### src/salc_pkg.sv
// Package for the set-associative LRU cache tag controller.
// Holds geometry defaults, payload structs and the back-end state enum.
`timescale 1ns / 1ps
`default_nettype none
package salc_pkg;
    localparam int SETS_DEF        = 64;
    localparam int WAYS_DEF        = 4;
    localparam int BLOCK_BYTES_DEF = 64;
    localparam int ADDR_WIDTH_DEF  = 32;

    localparam int ADDR_W = 32;
    localparam int WAY_W  = 2;
    localparam int SET_W  = 6;
    localparam int ETAG_W = 20;

    typedef enum logic {
        ACT_READ  = 1'b0,
        ACT_WRITE = 1'b1
    } t_action;

    typedef struct packed {
        t_action             action;
        logic [ADDR_W-1:0]   address;
    } t_req;

    typedef struct packed {
        logic                hit;
        logic [WAY_W-1:0]    way;
        logic [SET_W-1:0]    set_number;
        logic                evicted;
        logic [ETAG_W-1:0]   ev_tag;
        logic                ev_dirty;
    } t_rsp;

    typedef enum logic [1:0] {
        ST_IDLE,
        ST_READ,
        ST_CMP,
        ST_OUT
    } t_state;
endpackage
`default_nettype wire

### src/salc_front.sv
// Front end: accepts requests, splits set index and tag, queues them.
// Depends on salc_pkg.
`timescale 1ns / 1ps
`default_nettype none
module salc_front import salc_pkg::*; #(
    parameter int SETS        = SETS_DEF,
    parameter int BLOCK_BYTES = BLOCK_BYTES_DEF,
    parameter int ADDR_WIDTH  = ADDR_WIDTH_DEF,
    parameter int IB          = 6,
    parameter int TB          = 20
) (
    input  wire logic          i_clk,
    input  wire logic          i_rst_n,
    input  wire logic          i_push,
    output logic               o_full,
    input  wire t_req          i_req,
    output logic               o_valid,
    input  wire logic          i_take,
    output logic               o_wr,
    output logic [IB-1:0]      o_set,
    output logic [TB-1:0]      o_tag
);
    localparam int OB = $clog2(BLOCK_BYTES + 1) - 1;
    localparam int AB = (ADDR_WIDTH < ADDR_W) ? ADDR_WIDTH : ADDR_W;
    localparam int EW = 1 + IB + TB;

    logic [1:0][EW-1:0] r_q;
    logic [1:0]         r_cnt;
    logic               r_wp, r_rp;
    logic [63:0]        w_a;
    logic [63:0]        w_sh;
    logic [IB-1:0]      w_set;
    logic [TB-1:0]      w_tag;
    logic               w_push, w_pop;

    always_comb begin
        w_a = 64'(i_req.address) & ((AB >= 64) ? '1 : ((64'd1 << AB) - 64'd1));
        w_sh = w_a >> OB;
        w_set = (SETS > 1) ? IB'(w_sh) : '0;
        if (64'(w_set) >= 64'(SETS)) begin
            w_set = '0;
        end
        w_tag = TB'(w_a >> (OB + ((SETS > 1) ? IB : 0)));
    end

    assign o_full = (r_cnt == 2'd2);
    assign w_push = i_push && !o_full;
    assign w_pop  = i_take && o_valid;
    assign o_valid = (r_cnt != 2'd0);
    assign {o_wr, o_set, o_tag} = r_q[r_rp];

    always_ff @(posedge i_clk) begin
        if (w_push) begin
            r_q[r_wp] <= {i_req.action == ACT_WRITE, w_set, w_tag};
        end
        if (!i_rst_n) begin
            r_cnt <= '0;
            r_wp <= 1'b0;
            r_rp <= 1'b0;
        end else begin
            if (w_push) r_wp <= ~r_wp;
            if (w_pop) r_rp <= ~r_rp;
            r_cnt <= r_cnt + 2'(w_push) - 2'(w_pop);
        end
    end
endmodule
`default_nettype wire

### config.mk
export PLATFORM = sky130hd
export DESIGN_NAME = salc_front
export DESIGN_NICKNAME = d
export VERILOG_FILES = /design/src/salc_pkg.sv /design/src/salc_front.sv
export SDC_FILE = /design/constraint.sdc
export NUM_CORES = 1
export LEC_CHECK = 0
export ABC_AREA = 1
export BUFFER_PORTS_ARGS = -buffer_cell sky130_fd_sc_hd__buf_4
export CAP_MARGIN = 20
export CORE_ASPECT_RATIO = 0.75
export CORE_MARGIN = 4
export CORE_UTILIZATION = 45
export CTS_CLUSTER_DIAMETER = 60
export DETAILED_ROUTE_END_ITERATION = 6
export GPL_TIMING_DRIVEN = 1
export PLACE_DENSITY = 0.74
export SLEW_MARGIN = 20
export SYNTH_ARGS = -nofsm -noshare
export SYNTH_HDL_FRONTEND = slang
export SYNTH_SLANG_ARGS = --single-unit
### constraint.sdc
create_clock -name i_clk -period 2.5 [get_ports i_clk]
set_clock_uncertainty 0.2 [all_clocks]
set_input_delay 0.125 -clock i_clk [delete_from_list [all_inputs] [get_ports i_clk]]
set_output_delay 0.125 -clock i_clk [all_outputs]
set_load 0.05 [all_outputs]
==> results of run 1 <==
-- worst paths after layout --
path,startpoint,end,slack (ps),depth (start not counted)
max,r_rp,o_tag[4],660,3
min,i_req[16],r_q[4],330,2
max reg2reg,r_cnt[0],r_cnt[1],710,10
min reg2reg,r_wp,r_wp,340,2
-- stage by stage --
stage | hold slack (ps) | cells
2_1_floorplan | 22.63 | 120
3_3_place_gp | 109.6 | 237
3_5_place_dp | 113.6 | 237
4_1_cts | 304.1 | 283
5_1_grt | 307.4 | 283
6_report | 331.3 | 283
-- layout make-up --
type | count | share of cell area [%]
Clock buffer | 11 | 4.132
Clock inverter | 5 | 0.6690
Inverter | 9 | 1.063
Multi-Input combinational cell | 50 | 14.05
Sequential cell | 58 | 53.52
Tap cell | 57 | 2.243
Timing Repair Buffer | 93 | 24.32
-- metal layers --
metal  part of all wire, %  up-vias
met5                     0        -
met4                   2.1        0
met3                   7.5        9
met2                    55       52
met1                    36      606
li1                      -      645
-- registers in the layout, summed over array words and instances, names as in the netlist --
signal and count:
r_q 54, r_cnt 2, r_rp 1, r_wp 1
-- repair_timing --
action | 4_1_cts | 5_1_grt
gates resized for setup | 0 | 0
endpoints found under the hold margin | 58 | 0
hold buffers | 30 | 0
buffers inserted | 0 | 0
-- cells in the mapped netlist --
master,number,area share [%]
a21oi_1,2,0.45
buf_2,1,0.23
buf_6,2,1.0
dfxtp_1,4,3.6
edfxtp_1,54,73
ha_1,2,1.1
inv_1,9,1.5
mux2_2,19,9.7
mux2_4,8,5.4
nand2_1,9,1.5
nand3_1,3,0.68
nor2_1,7,1.2
-- critical path, stage by stage (launching register included) --
cell,delay [ps]
dfxtp_1,330
buf_4,280
mux2_2,380
buf_4,190
-- cells by family after synthesis --
logic type      Yosys count  synth area share, %
simple gates             19                3.401
flops                    58                77.10
buf+inv                  12                2.777
compound gates            2               0.4535
mux                      27                15.14
fa+ha+maj                 2                1.134
-- power groups by stage --
stage          clock, mW  combinational (mW)  sequential (mW)
3_3_place_gp           0                1.28             1.29
3_5_place_dp           0                1.31             1.30
6_report           0.657                1.34             1.28
2_1_floorplan          0               0.958             1.29
5_1_grt            0.736                1.42             1.29
4_1_cts            0.685                1.35             1.28
==> key figures, run 1 <==
Critical path
  • Critical path capture point type: output port
  • Kind of critical path: reg2out
  • CP Launch Type: flop
  • Crit path required time: 2170 ps
  • Worst-path fanout max: 18
  • Crit path DAT: 1510 ps

Global route
  • Number of global-route vias before repair: 1,444
  • Met3 Use GR: 6.532%
  • GRT Total Usage: roughly 15%
  • M2 GR Usage: 28.61%
  • Met1 usage: 14.66%
  • Global-route wire length before repair: 6.499 mm
  • GR peak layer: met2
  • Largest net degree at the start of global routing: 28
  • Initial antenna violation count: 0
  • Total congestion overflow: 0

Clock tree
  • Worst-Skew Late Latency: ~330 ps
  • CTS Buf Count: 9
  • Clock root buffer: clkbuf_8
  • Clk sink count: 58
  • H-Tree Level Count: 3
  • CTS tree: yes
  • CTS max path bufs: 2
  • Worst-path clk slew: 60 ps

Route
  • Detailed Route Iter0 Violations: 49
  • Total vias in the final route: about 1.3k
  • Final WL: slightly above 4 mm
  • WL/cell: 14.58 µm
  • 1st-pass router iterations: 4
  • Avg Vias per Cell: 4.636
  • Detail Route Antenna Nets: 0
  • Drc violations: 0

Floorplanning
  • Initial Util: roughly half
  • Rows: 21
  • IO Count: between 60 and 70
  • Core Area: 4598 µm²
  • Die width: 88.87 µm
  • Die H: 68.65 µm
  • Die area: ~6100 µm²

Place
  • Dpl hpwl: 2.659 mm
  • Placed Area: 2726 µm²
  • Gpl congestion: 0.6823
  • Post-place setup slack: ~740 ps
  • PortBufs: 59

Pwr
  • Leak: ~1.3 nW
  • Clock power frac: 20.1%
  • Total net switching power: 1.222 mW
  • VDD IR max: 570.4 µV
  • PD cells: 1030 nW/µm²
  • Switch share: roughly 37%
  • Pwr Total: 3.274 mW
  • Int Pwr: 2.052 mW
  • Share of power burned in registers: 39.1%
  • Logic gate share of total power: 40.8%

Logic synthesis
  • Cell variety after synth: 12
  • Ys Warns: 0
  • Synth Register Bits: 58
  • Cells after synthesis: 120
  • Register area share after synthesis: 77.10%
  • Mean post-synth cell area: 18.39 µm²
  • Netlist Area Pre-Place: 2207 µm²
  • Syn_nets: between 150 and 200

Timing
  • Final Hold Fails: 0
  • Setup WS post-layout: around 660 ps
  • Achievable frequency: roughly 0.54 GHz
  • RSZ-0062 raised after global routing: no
  • Period utilisation layout: 73.42%
  • Setup TNS: 0 ps
  • Min Tclk post-route: 1835 ps
  • Final Max Tran Viols: 0
  • Slew headroom: 75.37%
  • Setup violators final: 0
  • Worst Tran Pin Value: 369.5 ps

Worst hold path
  • Min-delay worst type: in2reg

Flow run
  • Max Cap Violations: 0

Finish
  • Storage cell area: 1702 µm²
  • Antenna diode instance count: 0
  • Final Instance Area: 3179 µm²
  • Most frequent cells in the layout: 63 x buf_4, 54 x edfxtp_1, 30 x dlygate4sd3_1
  • Leading cell type in the layout, fill and taps excluded: buf_4
  • Area Overhead vs Synth: 44.05%
  • Layout cell share with drive strength beyond 1: between 40% and 50%
  • Nets: 260
  • Footprint of the multi-input gates: 446.7 µm²
  • Fill count: 298
  • Fin util: 69.14%

Outcome
  • Outcome: completed
Power figures use the tool's default switching activity.
==> run 2, diff against run 1 <==
--- a/config.mk
+++ b/config.mk
@@ -10,11 +10,11 @@
 export CAP_MARGIN = 20
 export CORE_ASPECT_RATIO = 0.75
 export CORE_MARGIN = 4
-export CORE_UTILIZATION = 45
+export CORE_UTILIZATION = 50
 export CTS_CLUSTER_DIAMETER = 60
 export DETAILED_ROUTE_END_ITERATION = 6
 export GPL_TIMING_DRIVEN = 1
-export PLACE_DENSITY = 0.74
+export PLACE_DENSITY = 0.78
 export SLEW_MARGIN = 20
 export SYNTH_ARGS = -nofsm -noshare
 export SYNTH_HDL_FRONTEND = slang
==> constraint.sdc (replaced) <==
create_clock -name i_clk -period 1.84 [get_ports i_clk]
set_clock_uncertainty 0.2 [all_clocks]
set_input_delay 0.092 -clock i_clk [delete_from_list [all_inputs] [get_ports i_clk]]
set_output_delay 0.092 -clock i_clk [all_outputs]
set_load 0.05 [all_outputs]
==> run 2 against run 1 <==
  * Worst setup slack worse by 610 ps
  * Clock power up 87%
  * Via count up 4.5%
  * Critical path type is now in2reg
  * Critical endpoint is now r_cnt[1]
  * Largest power group unchanged
  * Register-to-register slack worse by 640 ps
  * Critical path depth up 9
  * Die area down 9.0%
  * First-iteration DRC count down 4.1%
==> key figures, run 2 (synthesis gave the netlist of run 1 again) <==
Outcome
  • Outcome: completed (unchanged)

Timing
  • Achievable frequency: 0.5606 GHz
  • Min Hold Slack: 288.5 ps (was 331.3 ps)
  • Period utilisation layout: a little over nine tenths
  • Final Max Tran Viols: 0 (unchanged)
  • Worst Tran Pin Value: 238.4 ps (was 369.5 ps)
  • Setup violators final: 0 (unchanged)
  • Slew headroom: 84.05% (was 75.37%)
  • Final Hold Fails: 0 (unchanged)
  • Min Tclk post-route: 1784 ps

Route
  • Met2 Wirelength: 2.349 mm (was 2.260 mm)
  • Metal3 WL: 295 µm (was 309 µm)
  • Drc violations: 0 (unchanged)
  • Total vias in the final route: 1,371 (was 1,312)
  • Top Layer Used: met4 (unchanged)
  • Avg Vias per Cell: 4.845 (was 4.636)
  • Met1 Routed Length: 1.554 mm (was 1.469 mm)
  • Detail Route Antenna Nets: 0 (unchanged)
  • Detailed Route Iter0 Violations: 47 (was 49)
  • Final WL: 4.251 mm (was 4.126 mm)
  • WL/cell: 15.02 µm (was 14.58 µm)
  • 1st-pass router iterations: 4 (unchanged)

Global route
  • Largest net degree at the start of global routing: 22 (was 28)
  • GRT Total Usage: 16.22% (was 15.45%)
  • Initial antenna violation count: 0 (unchanged)
  • Global-route wire length before repair: 6.506 mm (was 6.499 mm)
  • Total congestion overflow: 0 (unchanged)
  • Number of global-route vias before repair: 1,501 (was 1,444)

Finish
  • Most frequent cells in the layout: 64 x buf_4, 54 x edfxtp_1, 30 x dlygate4sd3_1 (was 63 x buf_4, 54 x edfxtp_1, 30 x dlygate4sd3_1)
  • Fill count: 253 (was 298)
  • Largest registers: r_q: 54 flops, r_cnt: 2 flops (unchanged)
  • Max reg flops: 54 (unchanged)
  • Leading cell type in the layout, fill and taps excluded: buf_4 (unchanged)
  • Reg with most FFs: r_q (unchanged)
  • Nets: 262 (was 260)
  • Layout cell share with drive strength beyond 1: 48.68% (was 45.13%)
  • Antenna diode instance count: 0 (unchanged)
  • Area Overhead vs Synth: 48.41% (was 44.05%)

Pwr
  • Leak: 1.323 nW (was 1.282 nW)
  • Pwr Total: 4.840 mW (was 3.274 mW)
  • VDD IR max: 854.0 µV (was 570.4 µV)
  • PD cells: 1478 nW/µm² (was 1030 nW/µm²)

Critical path
  • Crit path required time: 1850 ps (was 2170 ps)
  • R2R Path End: r_cnt[1] (unchanged)
  • Critical path capture point type: flop (was output port)
  • R2R Path Start: r_cnt[1] (was r_cnt[0])
  • CP Launch Type: primary input (was flop)
  • Crit path DAT: 1800 ps (was 1510 ps)
  • FF-to-FF setup slack: 70 ps (was 710 ps)
  • Worst R2R Path Depth: 10 (unchanged)
  • Worst-path fanout max: 2 (was 18)
  • Kind of critical path: in2reg (was reg2out)

Clock tree
  • Worst-Skew Late Latency: 320 ps (was 330 ps)
  • CTS Buf Count: 9 (unchanged)
  • CTS max path bufs: 2 (unchanged)
  • H-Tree Level Count: 3 (unchanged)
  • Worst-path clk slew: 70 ps (was 60 ps)
  • CTS tree: yes (unchanged)
  • Clock root buffer: clkbuf_8 (unchanged)
  • Postcts setup bufs: 0 (unchanged)
  • Clk sink count: 58 (unchanged)

Floorplanning
  • Rows: 20 (was 21)
  • Die area: 5552 µm² (was 6101 µm²)
  • Core Area: 4154 µm² (was 4598 µm²)
  • IO Count: 66 (unchanged)
  • Die width: 84.72 µm (was 88.87 µm)
  • Die H: 65.54 µm (was 68.65 µm)
  • Initial Util: 53.13% (was 48.00%)

Worst hold path
  • Hold-critical path endpoint: r_q[45] (was r_q[4])
  • Min-Delay Startpoint: i_req[30] (was i_req[16])
  • Hold path depth: 2 (unchanged)
  • Min-delay worst type: in2reg (unchanged)

Flow run
  • Max Cap Violations: 0 (unchanged)

Place
  • PortBufs: 59 (unchanged)
  • Dpl hpwl: 2.733 mm (was 2.659 mm)
  • Gpl congestion: 0.6994 (was 0.6823)
==> run 2: changes by cell type in the layout (fill, tap and decap cells not counted), moves of 2 or more <==
cell	change
clkbuf_1	-2
bufinv_16	+2
nand2_1	-2
nand2_2	+2
clkinv_1	-2
clkinv_4	+2
==> run 2: what timing repair did <==
item / in CTS / in global routing
hold endpoints to repair: 58 / 0
hold buffers: 30 / 0
setup endpoints to repair: 11 / 3
resized for setup: 1 / 4
==> run 2: worst max path at each step <==
stage	from	endpoint	slack, ps	cells past startpoint
after floorplan	r_cnt[0]	r_q[27]	140	4
after global placement	r_cnt[0]	r_cnt[1]	160	10
after detailed placement	r_cnt[0]	r_cnt[1]	10	10
after CTS	r_cnt[0]	r_cnt[1]	6	10
after global routing	r_cnt[0]	r_cnt[1]	-10	10
final	i_take	r_cnt[1]	60	12
==> run 2: metal layers <==
layer / up-vias / GRT usage, %
met5: - / 0
li1: 648 / -
met2: 54 / 31.05
met3: 6 / 7.895
met1: 663 / 14.84
met4: 0 / 5.731
==> run 2: area by class of cell <==
type,instances,area (µm²),area share (%)
Timing Repair Buffer,95,795.8,24.29
Tap cell,55,68.82,2.101
Clock inverter,7,93.84,2.865
Sequential cell,58,1703,51.99
Inverter,9,33.78,1.031
Clock buffer,9,123.9,3.782
Multi-Input combinational cell,50,456.7,13.94
==> run 2: worst max-delay path, cell delays in order <==
cell and delay (ps):
dlygate4sd3_1 540, buf_4 110, inv_1 40, nor2_1 210, ha_1 270, inv_1 60
ha_1 150, inv_1 50, nand2_1 70, nand3_1 80, nand2_1 60, nor2_1 40
==> run 2: power breakdown <==
group | switching, mW | internal, mW
sequential | 0.0697 | 1.68
combinational | 1.20 | 0.666
clock | 0.467 | 0.758
total | 1.74 | 3.10
==> run 2: stage by stage <==
step	cells	utilization [%]	setup WS [ps]	TNS [ps]	area [µm²]
after floorplan	120	-	140.4	0	2215
after global placement	237	66.05	156.9	0	2744
after detailed placement	237	66.05	10.02	0	2744
after CTS	283	78.61	5.978	0	3266
after global routing	283	78.86	-10.02	-10.02	3276
final	283	78.86	56.18	0	3276
==> run 3, diff against run 2 <==
--- a/config.mk
+++ b/config.mk
@@ -8,13 +8,13 @@
 export ABC_AREA = 1
 export BUFFER_PORTS_ARGS = -buffer_cell sky130_fd_sc_hd__buf_4
 export CAP_MARGIN = 20
-export CORE_ASPECT_RATIO = 0.75
 export CORE_MARGIN = 4
 export CORE_UTILIZATION = 50
 export CTS_CLUSTER_DIAMETER = 60
 export DETAILED_ROUTE_END_ITERATION = 6
 export GPL_TIMING_DRIVEN = 1
 export PLACE_DENSITY = 0.78
+export SETUP_SLACK_MARGIN = 0.15
 export SLEW_MARGIN = 20
 export SYNTH_ARGS = -nofsm -noshare
 export SYNTH_HDL_FRONTEND = slang
==> run 3 against run 2 <==
  * Global-route usage grew 3.3 points
  * Clock power down 11%
  * Via count rose by 5.8%
  * Flip-flop and latch count stayed put
  * Largest power group unchanged
  * Final area grew 9.8%
  * Clock-buffer cell count did not move
  * Hold slack worse by 36 ps
  * Utilization increased by 7.9 points
==> key figures, run 3 (synthesis gave the netlist of run 1 again) <==
Timing
  • Final Max Tran Viols: 0 (unchanged)
  • RSZ-0062 raised after global routing: yes
  • Achievable frequency: 0.5777 GHz (was 0.5606 GHz)
  • Setup TNS: 0 ps (unchanged)
  • Worst Tran Pin Value: 218.2 ps (was 238.4 ps)
  • Min Hold Slack: 252.0 ps (was 288.5 ps)
  • Final Hold Fails: 0 (unchanged)
  • Period utilisation layout: 94.07% (was 96.95%)
  • Min Tclk post-route: 1731 ps (was 1784 ps)
  • Setup WS post-layout: 109.1 ps (was 56.18 ps)
  • Setup violators final: 0 (unchanged)
  • Slew headroom: 85.45% (was 84.05%)

Place
  • Post-place setup slack: -47.93 ps (was 10.02 ps)
  • Placed Area: 2741 µm² (was 2744 µm²)
  • Dpl hpwl: 2.931 mm (was 2.733 mm)
  • Gpl congestion: 0.6643 (was 0.6994)
  • PortBufs: 59 (unchanged)

Clock tree
  • Worst-path clk slew: 60 ps (was 70 ps)
  • Clock root buffer: clkbuf_8 (unchanged)
  • CTS Buf Count: 9 (unchanged)
  • Clk sink count: 58 (unchanged)
  • CTS max path bufs: 2 (unchanged)
  • H-Tree Level Count: 3 (unchanged)
  • Worst-Skew Late Latency: 330 ps (was 320 ps)
  • CTS tree: yes (unchanged)

Critical path
  • Max stage delay on crit path: 350 ps (was 540 ps)
  • Worst path cell trace: inv_2 > nand2_2 > nand2_4 > ha_4 > inv_1 > ha_2 > inv_1 > nand2_2 > a21oi_2 > nor2_1 (was dlygate4sd3_1 > buf_4 > inv_1 > nor2_1 > ha_1 > inv_1 > ha_1 > inv_1 > nand2_1 > nand3_1 > nand2_1 > nor2_1)
  • Crit-path slowest cell: dfxtp_2 (was dlygate4sd3_1)
  • Worst-path fanout max: 4 (was 2)
  • Crit path required time: 1860 ps (was 1850 ps)
  • Critical path capture point type: flop (unchanged)
  • CP Launch Type: flop (was primary input)
  • Kind of critical path: reg2reg (was in2reg)
  • Crit path DAT: 1750 ps (was 1800 ps)

Finish
  • Leading cell type in the layout, fill and taps excluded: edfxtp_1 (was buf_4)
  • Layout cell share with drive strength beyond 1: 52.99% (was 48.68%)
  • Nets: 269 (was 262)
  • Reg with most FFs: r_q (unchanged)
  • Area Overhead vs Synth: 62.93% (was 48.41%)
  • Final Instance Area: 3596 µm² (was 3276 µm²)
  • Most frequent cells in the layout: 54 x edfxtp_1, 40 x buf_4, 31 x dlygate4sd3_1 (was 64 x buf_4, 54 x edfxtp_1, 30 x dlygate4sd3_1)
  • Max reg flops: 54 (unchanged)
  • Largest registers: r_q: 54 flops, r_cnt: 2 flops (unchanged)

Worst hold path
  • Min-delay worst type: in2reg (unchanged)

Global route
  • Global-route wire length before repair: 7.596 mm (was 6.506 mm)
  • Total congestion overflow: 0 (unchanged)
  • GRT Total Usage: 19.47% (was 16.22%)
  • Initial antenna violation count: 1 (was 0)
  • Number of global-route vias before repair: 1,532 (was 1,501)
  • Largest net degree at the start of global routing: 15 (was 22)

Route
  • Detailed Route Iter0 Violations: 96 (was 47)
  • Total vias in the final route: 1,450 (was 1,371)
  • Detail Route Antenna Nets: 0 (unchanged)
  • Drc violations: 0 (unchanged)
  • Final WL: 5.660 mm (was 4.251 mm)
  • WL/cell: 19.86 µm (was 15.02 µm)
  • 1st-pass router iterations: 4 (unchanged)
  • Avg Vias per Cell: 5.088 (was 4.845)

Floorplanning
  • Die H: 74.44 µm (was 65.54 µm)
  • Initial Util: 53.26% (was 53.13%)
  • IO Count: 66 (unchanged)
  • Rows: 23 (was 20)
  • Core Area: 4144 µm² (was 4154 µm²)
  • Die area: 5541 µm² (was 5552 µm²)
  • Die width: 74.44 µm (was 84.72 µm)

Pwr
  • VDD IR max: 1147 µV (was 854.0 µV)
  • Leak: 1.460 nW (was 1.323 nW)
  • PD cells: 1476 nW/µm² (was 1478 nW/µm²)

Flow run
  • Max Cap Violations: 0 (unchanged)

Outcome
  • Outcome: completed (unchanged)
[run 3: metrics by stage]
| step | cells | power (mW) | utilization, % |
|---|---|---|---|
| 5_1_grt | 285 | 5.493 | 86.78 |
| 3_5_place_dp | 232 | 3.582 | 66.15 |
| 4_1_cts | 280 | 4.925 | 81.43 |
| 3_3_place_gp | 232 | 3.503 | 66.15 |
| 2_1_floorplan | 120 | 3.060 | - |
| 6_report | 285 | 5.306 | 86.78 |
[run 3: final timing paths]
kind              startpoint  endpoint  slack, ps  cells past startpoint
hold reg to reg         r_wp      r_wp        360                      2
setup / recovery    r_cnt[0]  r_cnt[1]        110                     10
setup reg to reg    r_cnt[0]  r_cnt[1]        110                     10
hold / removal        i_take  r_cnt[1]        250                      7
[run 3: timing repair]
action	in CTS	in global routing
endpoints found under the hold margin	58	0
pin swaps	1	2
endpoints found under the setup margin	29	26
buffers inserted	1	3
gates cloned	1	1
resized for setup	31	45
hold buffers	31	0
[run 3: critical path, delay by kind of cell, from the launching register on]
family | cells | cell delay [ps]
buf+inv | 3 | 170
compound gates | 1 | 170
simple gates | 4 | 300
fa+ha+maj | 2 | 430
flops | 1 | 350
[run 3: where the power goes]
part | switching (mW) | internal (mW)
Combinational | 1.36 | 1.07
Sequential | 0.104 | 1.69
Clock | 0.481 | 0.607
[run 3: final cells by class]
class	count	area, µm²
antenna	1	2.502
clock buffer	9	123.9
clock inverter	6	58.81
fill	170	548.0
inverter	9	37.54
multi-input combinational	50	549.3
sequential	58	1707
tap	50	62.56
timing repair buffer	102	1055
[run 3: per-layer routing]
metal	track usage (%)	up-vias	wire [µm]	share of wire (%)
met5	0	-	0	0
met4	8.103	0	121	2.1
met3	5.405	11	259	4.6
met2	35.41	52	3234	57
met1	21.20	723	2045	36
li1	-	664	-	-
